$ cat src/sdaf_pkg.sv
// Shared constants, types and state codes for the signed decimal ASCII formatter.
// No dependencies; imported by every module of the block.
package sdaf_pkg;

   localparam int VALUE_WIDTH = 32;
   // Decimal digits needed for a VALUE_WIDTH-bit magnitude (log10(2) ~ 0.30103).
   localparam int DIGITS      = (VALUE_WIDTH * 30103) / 100000 + 1;
   localparam int BCD_WIDTH   = 4 * DIGITS;
   localparam int CNT_WIDTH   = $clog2(VALUE_WIDTH);
   localparam int IDX_WIDTH   = $clog2(DIGITS);

   localparam logic [CNT_WIDTH-1:0] CNT_LAST  = CNT_WIDTH'(VALUE_WIDTH - 1);
   localparam logic [IDX_WIDTH-1:0] IDX_FIRST = IDX_WIDTH'(DIGITS - 1);

   localparam logic [6:0] CHAR_ZERO  = 7'd48;
   localparam logic [6:0] CHAR_MINUS = 7'd45;

   localparam logic [3:0] BCD_ADJ_LIMIT = 4'd5;
   localparam logic [3:0] BCD_ADJ       = 4'd3;

   typedef struct packed {
      logic load;
      logic step;
   } conv_ctrl_type;

   typedef enum logic [3:0] {
      S_IDLE = 4'b0001,
      S_CONV = 4'b0010,
      S_SIGN = 4'b0100,
      S_EMIT = 4'b1000
   } state_type;

endpackage

$ cat src/sdaf_bcd_conv.sv
// Shift-add-3 binary to BCD unit: one bit per step, one adjust-and-shift per cycle.
// Depends on sdaf_pkg.
module sdaf_bcd_conv (
   input  logic                           clock,
   input  sdaf_pkg::conv_ctrl_type        ctrl,
   input  logic [sdaf_pkg::VALUE_WIDTH-1:0] load_value,
   input  logic [sdaf_pkg::IDX_WIDTH-1:0] digit_sel,
   output logic [3:0]                     digit
);
   import sdaf_pkg::*;

   logic [VALUE_WIDTH-1:0] bin_ff, bin_in;
   logic [BCD_WIDTH-1:0]   bcd_ff, bcd_in;
   logic [BCD_WIDTH-1:0]   adj;

   // add 3 to every digit of 5 or more, then shift one bit in
   always_comb begin
      adj = bcd_ff;
      for (int i = 0; i < DIGITS; i++) begin
         if (bcd_ff[i*4 +: 4] >= BCD_ADJ_LIMIT) begin
            adj[i*4 +: 4] = bcd_ff[i*4 +: 4] + BCD_ADJ;
         end
      end
      bcd_in = bcd_ff;
      bin_in = bin_ff;
      if (ctrl.load) begin
         bcd_in = '0;
         bin_in = load_value;
      end else if (ctrl.step) begin
         {bcd_in, bin_in} = {adj[BCD_WIDTH-2:0], bin_ff, 1'b0};
      end
   end

   always_ff @(posedge clock) begin
      bcd_ff <= bcd_in;
      bin_ff <= bin_in;
   end

   assign digit = bcd_ff[digit_sel*4 +: 4];

endmodule

$ cat src/sdaf_out_stage.sv
// Output register of the result channel: holds one character item under stall.
// Depends on sdaf_pkg.
module sdaf_out_stage (
   input  logic       clock,
   input  logic       reset,
   input  logic       push,
   input  logic [6:0] push_char,
   input  logic       push_last,
   input  logic       rsp_stall,
   output logic       can_take,
   output logic       rsp_valid,
   output logic [6:0] rsp_ascii_char,
   output logic       rsp_last
);
   import sdaf_pkg::*;

   logic       valid_ff, valid_in;
   logic [6:0] char_ff;
   logic       last_ff;

   assign can_take = !valid_ff || !rsp_stall;

   always_comb begin
      valid_in = valid_ff;
      if (can_take) begin
         valid_in = push;
      end
   end

   always_ff @(posedge clock) begin
      if (reset) begin
         valid_ff <= 1'b0;
      end else begin
         valid_ff <= valid_in;
      end
      if (can_take && push) begin
         char_ff <= push_char;
         last_ff <= push_last;
      end
   end

   assign rsp_valid      = valid_ff;
   assign rsp_ascii_char = char_ff;
   assign rsp_last       = last_ff;

endmodule

$ cat src/signed_decimal_ascii_formatter.sv
// Signed decimal ASCII formatter, top level: sequencer around the shift-add-3 unit.
// Depends on sdaf_pkg, sdaf_bcd_conv and sdaf_out_stage.
//
// Takes one signed VALUE_WIDTH-bit integer per item and returns its decimal
// text, one ASCII character per result item, most significant digit first,
// with rsp_last set on the final character. Negative values get a leading
// '-', zero gives '0', and there are no leading zeros; the most negative
// value formats correctly. An item is accepted, then converted by
// VALUE_WIDTH (32) shift-add-3 steps in the BCD unit, one per magnitude
// bit; the sign follows when negative, and then each decimal digit
// position (10) in turn, most significant first, with leading zeros
// skipped. The BCD unit is iterated one bit per cycle, so req_stall stays
// high from acceptance until the final character has entered the output
// register; that register lets the next item be accepted while the final
// character still waits to be taken.
module signed_decimal_ascii_formatter (
   input  logic                             clock,
   input  logic                             reset,
   input  logic                             req_valid,
   output logic                             req_stall,
   input  logic signed [sdaf_pkg::VALUE_WIDTH-1:0] req_value,
   output logic                             rsp_valid,
   input  logic                             rsp_stall,
   output logic [6:0]                       rsp_ascii_char,
   output logic                             rsp_last
);
   import sdaf_pkg::*;

   state_type            state_ff, state_in;
   logic [CNT_WIDTH-1:0] cnt_ff, cnt_in;
   logic [IDX_WIDTH-1:0] idx_ff, idx_in;
   logic                 neg_ff, neg_in;
   logic                 started_ff, started_in;

   conv_ctrl_type          conv_ctrl;
   logic [VALUE_WIDTH-1:0] magnitude;
   logic [3:0]             digit;
   logic                   can_take;
   logic                   push;
   logic [6:0]             push_char;
   logic                   push_last;
   logic                   accept;

   assign accept    = req_valid && !req_stall;
   assign req_stall = (state_ff != S_IDLE);

   // unsigned magnitude: the most negative value maps onto itself
   assign magnitude = req_value[VALUE_WIDTH-1] ? (~req_value + 1'b1) : req_value;

   always_comb begin
      state_in   = state_ff;
      cnt_in     = cnt_ff;
      idx_in     = idx_ff;
      neg_in     = neg_ff;
      started_in = started_ff;
      conv_ctrl  = '0;
      push       = 1'b0;
      push_char  = CHAR_ZERO + {3'b000, digit};
      push_last  = 1'b0;
      case (state_ff)
         S_IDLE: begin
            if (accept) begin
               conv_ctrl.load = 1'b1;
               neg_in         = req_value[VALUE_WIDTH-1];
               cnt_in         = '0;
               state_in       = S_CONV;
            end
         end
         S_CONV: begin
            conv_ctrl.step = 1'b1;
            cnt_in         = cnt_ff + 1'b1;
            if (cnt_ff == CNT_LAST) begin
               idx_in     = IDX_FIRST;
               started_in = 1'b0;
               state_in   = neg_ff ? S_SIGN : S_EMIT;
            end
         end
         S_SIGN: begin
            push_char = CHAR_MINUS;
            push      = can_take;
            if (can_take) begin
               state_in = S_EMIT;
            end
         end
         S_EMIT: begin
            if (!started_ff && digit == 4'd0 && idx_ff != '0) begin
               // leading zero: drop it
               idx_in = idx_ff - 1'b1;
            end else if (can_take) begin
               push       = 1'b1;
               push_last  = (idx_ff == '0);
               started_in = 1'b1;
               if (idx_ff == '0) begin
                  state_in = S_IDLE;
               end else begin
                  idx_in = idx_ff - 1'b1;
               end
            end
         end
         default: begin
            state_in = S_IDLE;
         end
      endcase
   end

   always_ff @(posedge clock) begin
      if (reset) begin
         state_ff <= S_IDLE;
      end else begin
         state_ff <= state_in;
      end
      cnt_ff     <= cnt_in;
      idx_ff     <= idx_in;
      neg_ff     <= neg_in;
      started_ff <= started_in;
   end

   sdaf_bcd_conv u_conv (
      .clock      (clock),
      .ctrl       (conv_ctrl),
      .load_value (magnitude),
      .digit_sel  (idx_ff),
      .digit      (digit)
   );

   sdaf_out_stage u_out (
      .clock          (clock),
      .reset          (reset),
      .push           (push),
      .push_char      (push_char),
      .push_last      (push_last),
      .rsp_stall      (rsp_stall),
      .can_take       (can_take),
      .rsp_valid      (rsp_valid),
      .rsp_ascii_char (rsp_ascii_char),
      .rsp_last       (rsp_last)
   );

endmodule

$ cat config.mk
export PLATFORM = sky130hd
export DESIGN_NAME = signed_decimal_ascii_formatter
export DESIGN_NICKNAME = d
export VERILOG_FILES = /design/src/sdaf_pkg.sv /design/src/sdaf_bcd_conv.sv /design/src/sdaf_out_stage.sv /design/src/signed_decimal_ascii_formatter.sv
export SDC_FILE = /design/constraint.sdc
export NUM_CORES = 1
export LEC_CHECK = 0
export ABC_CLOCK_PERIOD_IN_PS = 5150
export BUFFER_PORTS_ARGS = -buffer_cell sky130_fd_sc_hd__buf_2
export CORE_ASPECT_RATIO = 1.2
export CORE_MARGIN = 3
export CORE_UTILIZATION = 41
export DETAILED_ROUTE_END_ITERATION = 12
export HOLD_SLACK_MARGIN = 0.08
export PLACE_DENSITY = 0.57
export SLEW_MARGIN = 15
export SYNTH_ARGS = -nofsm -noshare
export SYNTH_HDL_FRONTEND = slang
export SYNTH_SLANG_ARGS = --single-unit
$ cat constraint.sdc
create_clock -name clock -period 5.15 [get_ports clock]
set_clock_uncertainty 0.15 [all_clocks]
set_input_delay 1.03 -clock clock [delete_from_list [all_inputs] [get_ports clock]]
set_output_delay 1.03 -clock clock [all_outputs]
set_load 0.1 [all_outputs]
==> results.md <==
- The flow ran to the end, and the final reports show no timing, DRC or antenna violations.
- The maximum clock insertion buffer count is 2.
- The launch instance of the worst register-to-register path is idx_ff[0].
- The worst register-to-register path ends at u_out.rsp_ascii_char[4].
- The max-slew headroom at the worst pin is 0.289.
- Setup repair after global routing left no endpoint under its margin.
- Counting flops with an async set or reset pin after synthesis yields a share of 0.
- TritonCTS built the clock tree.
- The post-route non-filler standard cell count is 795.
- The number of setup violations in the final report is 0.
- The wire length of the first global-routing pass is 19.4 mm.
- The terminating pin of the worst hold path is u_conv.bcd_ff[37].
- Once detailed placement completed, the half-perimeter wirelength came to approximately 7.8 mm.
- Measured along the x axis, the die boundary spans 112 um.
- Hold is met by 0.341 ns.
- For this design the top-level I/O count stands at 46.
- The max-slew violation count is 0.
- For this block, the initial DRC count from the detailed router was 253.
- In the synthesized netlist the dominant register cell turns out to be sky130_fd_sc_hd__edfxtp_1.
- The number of endpoints with negative hold slack in the final report is 0.
- The cell area after synthesis is 5530 um2.
- In this run, synthesis inferred 49 flip-flops with an integrated enable.
- The number of clock sinks is 94.
- The endpoint arrival time on the critical path is 3.08 ns.
- The number of global-route vias before repair came to 4168.
- The peak supply drop is 0.171 mV.
- Of the cells placed in the final design, the portion with a size suffix greater than 1 is 0.133.
- Clock latency on the worst-skew pair, taken at its later pin, is approximately 0.35 ns.
- The startpoint class of the critical path is a flip-flop.
- The critical path startpoint is idx_ff[0].
- For this configuration, the core starts out at a cell density of 0.427.
- The number of placed instances, taps included, is 779.
- Traced cell by cell, the critical path runs through mux2i_1 > mux4_2 > nor2_1 > nor4_1 > a31oi_1.
- The worst register-to-register path has a depth of 5.
- For this block, the routed nets add up to 11.2 mm of wire.
- Counting every instance in the synthesized netlist gives between 600 and 700.
- Setup slack on the worst reg-to-reg path comes out at just under 2 ns.
- The critical path in this run is classified as reg2reg.
- The clock transition at the registers of the reported paths is 0.07 ns.
- Yosys attributes the largest share of cell area to sky130_fd_sc_hd__edfxtp_1 (27%), sky130_fd_sc_hd__dfxtp_1 (16%), sky130_fd_sc_hd__nand2_1 (5.8%).
- The total global routing track utilization is 0.156.
- The cell at the root of the clock tree is sky130_fd_sc_hd__clkbuf_16.
- The highest net fanout along the worst path is 22.
- In the synthesized netlist, the cells that appear most often are sky130_fd_sc_hd__nand2_1 (85), sky130_fd_sc_hd__edfxtp_1 (49), sky130_fd_sc_hd__dfxtp_1 (45).
- The share of the Yosys chip area taken by registers is 0.429.
- Routability-driven placement finished with a final weighted congestion of 0.797.
- The library cell with the highest instance count after synthesis is sky130_fd_sc_hd__nand2_1.
- The time the final worst path needs with I/O delays and setup is about 3.2 ns.
- The floorplan row count is 45.
- Dividing the detail-routed via count by the number of cells gives approximately 5.4.
- For this design, the slowest cell found on the critical path is sky130_fd_sc_hd__edfxtp_1.
- In this run the vertical extent of the chip is 133 um.
- The maximum number of pins on one net before global-route repair is between 40 and 50.
- The peak clock frequency supported by timing is 0.311 GHz.
- Hold repair after CTS inserted 0 buffers.
- Data on the critical path is required at its endpoint by 5.01 ns.
- The count of nets left with antenna violations once routing finished came out at 0.
- The initial antenna violation count is 0.
- The core area is 12900 um2.
- In this run the most critical hold path is launched from u_conv.bcd_ff[37].
- The clock tree synthesis step divided the H-tree into 3 levels.
- The maximum cell stage delay along the critical path is 1.05 ns.
- The leakage power is 2.30 nW.
- For this run, design rule violations remaining after detail routing come to 0.
- The aggregate global routing overflow is 0.
- Yosys printed 0 warnings.
- Of the available clock period, the critical path in the final layout requires 0.624.
- Power spread over the standard cell area amounts to 278 nW/um2.
- The floorplan step defined a die boundary enclosing 14900 um2.
- The routed via count is around 4300.
- The port buffer count is 43.
- The post-synthesis average cell area is just over 9 um2.
- The cell taking the most area after synthesis is sky130_fd_sc_hd__edfxtp_1.
- The number of antenna diodes in the final layout is 0.
- The number of distinct standard cells referenced by the synthesized netlist is 49.
- The buffer count from post-CTS setup fixing is 0.
- The total negative slack is 0 ns.
- The worst hold path belongs to the class reg2reg.
- The net count of the mapped netlist is 663.
- The max-capacitance violation count is 0.
- The share of synthesized area in the top cell type comes to 0.266.
- The transition time at the pin with the least slew margin is 1.07 ns.
- The final net count is 686.
- After filler insertion, the fill cell instance count of the layout stands at around 1200.
- Along the worst hold path, the cell count comes to 2.
- The count of instances resized after the clock tree is built is 0.
- The number of clock buffers added by TritonCTS is 9.
- The detail-routed net length per standard cell is 14.1 um.
- After synthesis the netlist holds a flip-flop and latch count of 94.
- The pre-antenna-repair detailed-routing pass consisted of 4 iterations.
- The synthesis-to-finish area growth is 10.6%.
- The endpoint type of the worst setup path is a flip-flop.
[area by class of cell]
cell class	instances	area, um2	share of cell area
Tap cell	164	205	0.0335
Timing Repair Buffer	48	253	0.0413
Clock buffer	14	264	0.0432
Multi-Input combinational cell	443	2900	0.475
Inverter	30	113	0.0184
Sequential cell	94	2370	0.388
Clock inverter	2	7.51	0.00123
[layer usage]
| metal | vias up | share of wire | global-route usage |
|---|---|---|---|
| met5 | - | 0 | 0 |
| met4 | 0 | 0.022 | 0.0688 |
| met3 | 16 | 0.037 | 0.0286 |
| met1 | 2007 | 0.46 | 0.195 |
| met2 | 76 | 0.48 | 0.264 |
| li1 | 2209 | - | - |
[stage by stage]
stage                     cell area [um2]  power (mW)  utilization  setup WS [ns]
final                                6120        1.70        0.472           1.94
after detailed placement             5850        1.10        0.451           1.69
after global placement               5850        1.10        0.451           1.70
after CTS                            6120        1.73        0.472           1.91
after global routing                 6120        1.79        0.472           1.72
after floorplan                      5530        1.04            -           1.93
[layout by cell type (no fill, tap or decap), types with 13 or more instances in the layout]
cell type and n:
sky130_fd_sc_hd__nand2_1 84, sky130_fd_sc_hd__xnor2_1 14, sky130_fd_sc_hd__a21oi_1 44, sky130_fd_sc_hd__ha_1 24
sky130_fd_sc_hd__nor2_1 37, sky130_fd_sc_hd__dfxtp_1 45, sky130_fd_sc_hd__inv_1 28, sky130_fd_sc_hd__mux2i_1 17
sky130_fd_sc_hd__o31ai_1 15, sky130_fd_sc_hd__buf_2 43, sky130_fd_sc_hd__o22ai_1 13, sky130_fd_sc_hd__edfxtp_1 49
sky130_fd_sc_hd__o21ai_0 43, sky130_fd_sc_hd__xor2_1 31
[worst max path at each step]
stage                              endpoint  slack, ns  depth (start not counted)
finish              u_out.rsp_ascii_char[4]       1.94                          5
global route        u_out.rsp_ascii_char[4]       1.72                          5
CTS                 u_out.rsp_ascii_char[4]       1.91                          5
detailed placement        u_conv.bin_ff[27]       1.69                          6
global placement          u_conv.bin_ff[29]       1.70                          6
floorplan                 u_conv.bin_ff[28]       1.93                          6
[critical path, delay by kind of cell (launching register included)]
| kind | cells | cell delay, ns |
|---|---|---|
| AOI/OAI and AO/OA | 1 | 0.39 |
| DFF | 1 | 1.05 |
| muxes | 2 | 0.64 |
| and+or+nand+nor | 2 | 0.63 |
[state kept, by name, indices dropped and copies added, names as in the netlist]
signal and cells:
u_conv.bcd_ff 40, u_conv.bin_ff 32, cnt_ff 5, u_out.rsp_ascii_char 5, idx_ff 4, state_ff 4, neg_ff 1, started_ff 1
u_out.rsp_last 1, u_out.rsp_valid 1
[power by group]
group / switching [mW] / total (mW) / internal [mW]
clock: 0.269 / 0.621 / 0.351
combinational: 0.141 / 0.206 / 0.0651
sequential: 0.0174 / 0.875 / 0.858
total: 0.428 / 1.70 / 1.27
[cells by family (layout without fill, tap and decap cells)]
kind of cell,after synthesis,in the layout,synth area share
muxes,24,24,0.0532
xor gates and xnor gates,45,45,0.0713
AOI/OAI and AO/OA,162,162,0.184
DFF,94,94,0.429
other,2,2,0.00136
buffers and inverters,66,94,0.0480
and+or+nand+nor,186,186,0.159
adders and majority gates,24,24,0.0543
No activity file was read; power rests on OpenSTA's default activity.
